`src/design/cse_pkg.sv`:
```
package cse_pkg;

    // Fixed field widths
    localparam int DATA_W      = 32;
    localparam int TERM_W      = 7;
    localparam int IDX_W       = 6;
    localparam int IN_TDATA_W  = 72;
    localparam int OUT_TDATA_W = 40;
    localparam int PADDR_W     = 4;

    // Register indexes (paddr[3:2])
    localparam logic [1:0] REG_LOW   = 2'd0;
    localparam logic [1:0] REG_HIGH  = 2'd1;
    localparam logic [1:0] REG_TERMS = 2'd2;

    // Request kinds carried in tuser
    localparam logic REQ_LOAD = 1'b0;
    localparam logic REQ_EVAL = 1'b1;

    // Controller to datapath
    typedef struct packed {
        logic load_coeff;   // write one coefficient
        logic start_eval;   // capture flags, launch divider
        logic take_t;       // clip quotient into t, set up recurrence
        logic mul;          // read c[k], register t*y1
        logic upd;          // recurrence step
        logic fin;          // final combine with c[0]
        logic out_load;     // move result into output register
    } t_cmd;

    // Datapath to controller
    typedef struct packed {
        logic zero_width;   // a == b
        logic div_busy;     // divider still iterating
        logic one_term;     // only c[0] in use
        logic k_one;        // current step is term 1
    } t_status;

endpackage

```
`src/design/cse_ctrl.sv`:
```
module cse_ctrl (
    input  logic                i_clk,
    input  logic                i_rst_n,
    input  logic                i_in_valid,
    input  logic                i_in_req_type,
    output logic                o_in_ready,
    output logic                o_out_valid,
    input  logic                i_out_ready,
    input  cse_pkg::t_status    i_status,
    output cse_pkg::t_cmd       o_cmd
);

    typedef enum logic [7:0] {
        S_IDLE = 8'b0000_0001,
        S_DIV  = 8'b0000_0010,
        S_TAKE = 8'b0000_0100,
        S_RD   = 8'b0000_1000,
        S_UPD  = 8'b0001_0000,
        S_FRD  = 8'b0010_0000,
        S_FIN  = 8'b0100_0000,
        S_DONE = 8'b1000_0000
    } t_state;

    t_state r_state, n_state;
    logic   r_out_valid, n_out_valid;

    // Next state and commands
    always_comb begin
        n_state    = r_state;
        o_cmd      = '0;
        o_in_ready = 1'b0;
        case (r_state)
            S_IDLE: begin
                o_in_ready = 1'b1;
                if (i_in_valid) begin
                    if (i_in_req_type == cse_pkg::REQ_LOAD) begin
                        o_cmd.load_coeff = 1'b1;
                    end else begin
                        o_cmd.start_eval = 1'b1;
                        n_state = i_status.zero_width ? S_DONE : S_DIV;
                    end
                end
            end
            S_DIV: begin
                if (!i_status.div_busy) begin
                    n_state = S_TAKE;
                end
            end
            S_TAKE: begin
                o_cmd.take_t = 1'b1;
                n_state = i_status.one_term ? S_FRD : S_RD;
            end
            S_RD: begin
                o_cmd.mul = 1'b1;
                n_state = S_UPD;
            end
            S_UPD: begin
                o_cmd.upd = 1'b1;
                n_state = i_status.k_one ? S_FRD : S_RD;
            end
            S_FRD: begin
                o_cmd.mul = 1'b1;
                n_state = S_FIN;
            end
            S_FIN: begin
                o_cmd.fin = 1'b1;
                n_state = S_DONE;
            end
            S_DONE: begin
                if (!r_out_valid || i_out_ready) begin
                    o_cmd.out_load = 1'b1;
                    n_state = S_IDLE;
                end
            end
            default: begin
                n_state = S_IDLE;
            end
        endcase
    end

    // Output beat pending
    always_comb begin
        n_out_valid = r_out_valid;
        if (o_cmd.out_load) begin
            n_out_valid = 1'b1;
        end else if (i_out_ready) begin
            n_out_valid = 1'b0;
        end
    end

    always_ff @(posedge i_clk) begin
        if (!i_rst_n) begin
            r_state     <= S_IDLE;
            r_out_valid <= 1'b0;
        end else begin
            r_state     <= n_state;
            r_out_valid <= n_out_valid;
        end
    end

    assign o_out_valid = r_out_valid;

endmodule

```
`config.mk`:
```
export PLATFORM = sky130hd
export DESIGN_NAME = cse_ctrl
export DESIGN_NICKNAME = d
export VERILOG_FILES = /design/src/design/cse_pkg.sv /design/src/design/cse_ctrl.sv
export SDC_FILE = /design/constraint.sdc
export NUM_CORES = 1
export LEC_CHECK = 0
export BUFFER_PORTS_ARGS = -buffer_cell sky130_fd_sc_hd__buf_2
export CAP_MARGIN = 25
export CORE_MARGIN = 3
export CORE_UTILIZATION = 46
export CTS_BUF_LIST = sky130_fd_sc_hd__clkbuf_4
export DETAILED_ROUTE_END_ITERATION = 12
export MAX_ROUTING_LAYER = met4
export PLACE_DENSITY_LB_ADDON = 0.15
export REMOVE_ABC_BUFFERS = 1
export SYNTH_ARGS = -nofsm -noshare
export SYNTH_HDL_FRONTEND = slang
export SYNTH_SLANG_ARGS = --single-unit
```
`constraint.sdc`:
```
create_clock -name i_clk -period 1.6 [get_ports i_clk]
set_clock_uncertainty 0.1 [all_clocks]
set_input_delay 0.24 -clock i_clk [delete_from_list [all_inputs] [get_ports i_clk]]
set_output_delay 0.24 -clock i_clk [all_outputs]
set_load 0.05 [all_outputs]
```
==> impl_metrics.csv, run 1 <==
group,metric,value,unit
synth,yosysUniqueCellTypes,35,
detailed_routing,dr.first_iter.drc_count,88,
floorplan,io_pins,18,
floorplan,core,1170,sq um
synth,syn_area,603,sq um
place,dp_hpwl,1290,um
setup_path,required,1.26,ns
detailed_routing,drc,0,
place,portBuffers,17,
setup_path,cp_max_fo,5,
cts,cts_made_buffers,3,
cts,cts_hold_buf,0,
setup_path,critPathCaptureType,"output pin",
synth,async_flop_share,0,%
sta,setup_viol,15,
synth,synth_seq_cells,9,
cts,cts.clk_slew.worst_paths,0.07,ns
cts,numClockSinks,9,
sta,fmax,460,MHz
floorplan,die-area,1780,sq um
cells_and_area,drive_gt1_share,65.5,%
synth,synth_ff_type,"dfxtp_1",
detailed_routing,wl,3510,um
sta,grt_setup_unrepaired,"true",
sta,slew_violations,0,
grt,grt-ovfl-total,0,
cells_and_area,syn2layout_area_growth,89.4,%
cts,htreeDepth,1,
grt,grt_usage,28.9,%
cells_and_area,nets,129,
sta,hold_violations,0,
detailed_routing,ant_nets,0,
sta,slew_headroom,72.2,%
cts,cts_tree,"built",
cts,clk_path_buf_depth,2,
detailed_routing,dr_total_vias,955,
cts,cts-root-buf,"clkbuf_4",
power_and_ir_drop,peakVddDrop,771,uV
cts,worstSkewPairLatency,0.28,ns
synth,synth_warnings,0,
min_path,hold_path.class,"in2reg",
setup_path,crit_type,"reg2out",
setup_path,start_kind,"register",
cells_and_area,fin_util,97.5,%
sta,finalCritPeriodShare,136,%
synth,synth_edf_count,0,
sta,tightestPinTransition,0.413,ns
detailed_routing,viasPerCell,7.18,
setup_path,critPathArrivalTime,1.83,ns
floorplan,start_util,51.5,%
synth,synth_cells,75,
grt,grt_max_degree,8,
synth,synth_seq_area_share,29.9,%
floorplan,fp.dieH,42.2,um
grt,antenna_found_initial,0,
flow_run,maxCapViolCount,0,
detailed_routing,wl_per_cell,26.4,um
status,violations,"setup timing",
sta,setup_tns,-5.85,ns
sta,setup_ws,-0.574,ns
sta,min_period,2.17,ns
grt,first_global_vias,783,
status,status,"finished with violations",
grt,grt_pass1_wl,3820,um
place,gp_congestion,0.851,
floorplan,num_rows,12,
power_and_ir_drop,power_leakage,0.465,nW
detailed_routing,drtPass1Iterations,5,
power_and_ir_drop,pwr_density_cell,1000,nW/um^2
synth,postSynthAreaPerCell,8.04,sq um
cells_and_area,n_antenna_cell,0,
floorplan,die_x,42.2,um
-- power by group --
group | internal, mW | switching, mW
Sequential | 0.241 | 0.0111
Combinational | 0.304 | 0.383
Clock | 0.114 | 0.0918
Total | 0.659 | 0.486
-- cells by family after synthesis --
| family | synth area share, % |
|---|---|
| buffers and inverters | 6.22 |
| xor gates and xnor gates | 4.36 |
| and+or+nand+nor | 46.1 |
| AOI/OAI and AO/OA | 13.5 |
| DFF | 29.9 |
-- flip-flops by register name (all words and copies together) (netlist names) --
signal       flops
o_out_valid      1
r_state          8
-- cell usage after synthesis (all sizes together), types with 3 or more instances --
cell    instances  area (sq um)
nand4           4          25.0
dfxtp           9           180
nand2b          4          25.0
nor2b           4          25.0
nand2           4          15.0
or3             3          18.8
nor2           10          37.5
clkbuf          3          11.3
nor4            4          31.3
a21oi           3          18.8
-- repair_timing --
item                       in CTS  in global routing
cloned                          0                  0
setup endpoints to repair      15                 15
pin swaps                      15                 10
gates resized for setup        45                 15
setup buffers                   7                  3
-- placed cells by master, fill, tap and decap left out, types with 2 or more instances in the layout --
cell | synthesis | layout
a21oi_1 | 2 | 2
buf_2 | 0 | 9
buf_4 | 1 | 22
buf_6 | 1 | 12
buf_8 | 0 | 2
clkbuf_4 | 0 | 4
dfxtp_1 | 9 | 4
dfxtp_2 | 0 | 4
nand2_1 | 4 | 3
nand2b_1 | 4 | 4
nand4_1 | 4 | 4
nor2_1 | 10 | 4
nor2_2 | 0 | 3
nor2_4 | 0 | 3
nor2b_1 | 4 | 3
nor4_4 | 0 | 3
or3_4 | 0 | 2
or4_4 | 2 | 2
xnor2_1 | 2 | 2
-- through the flow --
step	cells	power [mW]	hold WS [ns]	instance area (sq um)	setup WS, ns
2_1_floorplan	70	0.506	0.231	573	-0.931
3_3_place_gp	119	0.648	0.386	811	-0.299
3_5_place_dp	119	0.655	0.393	811	-0.314
4_1_cts	130	0.976	0.102	1050	-0.538
5_1_grt	133	1.17	0.123	1140	-0.610
6_report	133	1.14	0.142	1140	-0.574
-- critical path, cell delays in order (launching register included) --
cell	delay, ns
dfxtp_2	0.33
or4_4	0.59
or3_4	0.37
nor2_4	0.10
buf_6	0.16
-- layer usage --
layer	wire [um]	global-route usage [%]	up-vias
li1	-	-	367
met1	1170	35.8	438
met2	1570	47.4	114
met3	438	6.44	36
met4	327	7.45	0
met5	0	-	-
-- layout make-up --
cell class / count / area [sq um]
inverters: 2 / 10.0
fillers: 15 / 28.8
clock buffers: 4 / 30.0
well taps: 14 / 17.5
multi-input cells: 59 / 520
repair buffers: 45 / 375
flip-flops and latches: 9 / 189
-- worst paths after layout --
path / startpoint / end / slack [ns] / cells after the start
setup / recovery: r_state[1] / o_cmd[3] / -0.57 / 4
hold / removal: i_rst_n / r_state[0] / 0.14 / 2
setup reg to reg: r_state[6] / r_state[7] / -0.44 / 5
hold reg to reg: r_state[7] / r_state[4] / 0.53 / 2
(Power assumes the default switching activity.)
==> run 2: changes to the inputs <==
--- a/config.mk
+++ b/config.mk
@@ -7,7 +7,7 @@
 export LEC_CHECK = 0
 export BUFFER_PORTS_ARGS = -buffer_cell sky130_fd_sc_hd__buf_2
 export CAP_MARGIN = 25
-export CORE_MARGIN = 3
+export CORE_MARGIN = 2
 export CORE_UTILIZATION = 46
 export CTS_BUF_LIST = sky130_fd_sc_hd__clkbuf_4
 export DETAILED_ROUTE_END_ITERATION = 12
==> run 2 against run 1 <==
  * The run still ends with setup timing left
  * Combinational power rose by 7.4%
  * Hold slack worse by 0.024 ns
  * First-iteration DRC count down 45%
  * Final area up 8.9%
  * Clock-buffer cell count stayed put
  * Global-route usage is 6.8 points higher
  * Power is 4.6% higher
  * Sequential share of layout area down 1.0 points
  * Critical path type unchanged
  * Die area is 9.3% lower
  * Sequential power hardly changed
  * Critical path depth unchanged
==> impl_metrics.csv, run 2 (same netlist as run 1, synthesis figures left out) <==
group,metric,value,unit
status,status,"finished with violations",
status,violations,"setup timing",
flow_run,maxCapViolCount,0,
cts,numClockSinks,9,
power_and_ir_drop,power,1.20,mW
cells_and_area,syn2layout_area_growth,106,%
floorplan,core,1270,sq um
min_path,hold_path.class,"in2reg",
grt,first_global_vias,840,
floorplan,start_util,47.5,%
sta,grt_setup_unrepaired,"true",
min_path,hold_start,"i_rst_n",
setup_path,start_kind,"register",
setup_path,crit_type,"reg2out",
setup_path,startpoint,"r_state[0]",
cells_and_area,regMostFlops,"r_state",
setup_path,cp_slowest_cell,"or4_4",
cts,worstSkewPairLatency,0.27,ns
detailed_routing,ant_nets,0,
setup_path,r2r_end,"r_state[4]",
floorplan,die_x,40.2,um
cts,htreeDepth,1,
sta,finalCritPeriodShare,135,%
grt,grt_usage,35.7,%
cells_and_area,nets,136,
detailed_routing,wl,3630,um
power_and_ir_drop,power_leakage,0.516,nW
cells_and_area,fillers,16,
setup_path,rrSetupSlack,-0.40,ns
setup_path,cp_max_fo,3,
setup_path,path_cells,"or4_4 -> or3_4 -> nor2_4 -> buf_6",
place,place_inst,124,
grt,grt_max_degree,9,
setup_path,crit_buf_inv,1,
detailed_routing,dr_total_vias,965,
sta,setup_tns,-6.05,ns
detailed_routing,dr.first_iter.drc_count,48,
cells_and_area,seq_area,193,sq um
min_path,hold_path_depth,2,
place,dp_hpwl,1320,um
sta,setup_viol,16,
setup_path,cpPeakStageDelay,0.57,ns
sta,fmax,464,MHz
cells_and_area,drive_gt1_share,69.8,%
floorplan,fp.dieH,40.2,um
setup_path,critPathArrivalTime,1.81,ns
cts,cts_tree,"built",
setup_path,worstRegToRegCells,5,
setup_path,critPathCaptureType,"output pin",
sta,min_period,2.15,ns
detailed_routing,viasPerCell,6.84,
cells_and_area,multi_input_area,552,sq um
grt,grt_pass1_wl,3640,um
sta,hold_violations,0,
setup_path,cp_top_family,"simple AND/OR/NAND/NOR gates",
setup_path,required,1.26,ns
power_and_ir_drop,peakVddDrop,908,uV
cells_and_area,fin_cells,141,
sta,setup_ws,-0.555,ns
floorplan,io_pins,18,
detailed_routing,drtPass1Iterations,4,
cells_and_area,largest_reg_flops,8,
floorplan,num_rows,13,
sta,slew_violations,0,
place,portBuffers,17,
cts,cts_made_buffers,3,
cells_and_area,n_antenna_cell,0,
floorplan,die-area,1620,sq um
cts,clk_path_buf_depth,2,
place,gp_congestion,0.853,
power_and_ir_drop,pwr_density_cell,963,nW/um^2
cts,cts_hold_buf,0,
setup_path,reg2reg_from,"r_state[6]",
cells_and_area,layout_commonest_cell,"buf_4",
grt,grt-ovfl-total,0,
detailed_routing,drc,0,
min_path,holdPathEnd,"r_state[0]",
sta,slew_headroom,74.1,%
cells_and_area,final_cell_mix,"buf_4, buf_6, buf_2",
cts,cts-root-buf,"clkbuf_4",
cts,cts.clk_slew.worst_paths,0.06,ns
detailed_routing,wl_per_cell,25.7,um
grt,antenna_found_initial,0,
sta,tightestPinTransition,0.388,ns
[run 2: worst max-delay path by stage]
| stage | to | slack (ns) | depth (start not counted) |
|---|---|---|---|
| finish | o_cmd[3] | -0.55 | 4 |
| global route | o_cmd[3] | -0.57 | 4 |
| CTS | o_cmd[3] | -0.48 | 4 |
| detailed placement | o_cmd[4] | -0.32 | 3 |
| global placement | o_cmd[3] | -0.30 | 4 |
| floorplan | o_cmd[6] | -0.93 | 3 |
[run 2: final cells by class]
class                      count  share of cell area (%)
inverter                       2                   0.604
sequential                     9                    15.5
multi-input combinational     59                    44.4
timing repair buffer          52                    35.6
clock buffer                   4                    2.41
tap                           15                    1.51
[run 2: timing repair]
action	4_1_cts	5_1_grt
buffers inserted	6	8
cloned	0	0
endpoints found under the setup margin	15	15
pin swaps	13	14
resized for setup	43	28
[run 2: power by group]
group / leakage, nW / internal [mW] / switching, mW
Sequential: 0.0756 / 0.241 / 0.0134
Combinational: 0.422 / 0.343 / 0.395
Clock: 0.0184 / 0.114 / 0.0911
Total: 0.516 / 0.698 / 0.500
[run 2: through the flow]
| step | area (sq um) | hold WS, ns | worst slack, ns | util (%) |
|---|---|---|---|---|
| floorplan | 573 | 0.231 | -0.931 | - |
| global placement | 842 | 0.390 | -0.298 | 66.4 |
| detailed placement | 842 | 0.389 | -0.316 | 66.4 |
| CTS | 1070 | 0.102 | -0.484 | 84.4 |
| global route | 1240 | 0.133 | -0.572 | 98.0 |
| finish | 1240 | 0.117 | -0.555 | 98.0 |
[run 2: metal layers]
layer / part of all wire (%) / wire length (um) / up-vias / global-route usage (%)
met1: 32 / 1170 / 445 / 35.0
met4: 8.1 / 294 / 0 / 13.3
li1: - / - / 378 / -
met5: 0 / 0 / - / -
met2: 46 / 1660 / 107 / 64.5
met3: 14 / 502 / 35 / 12.2
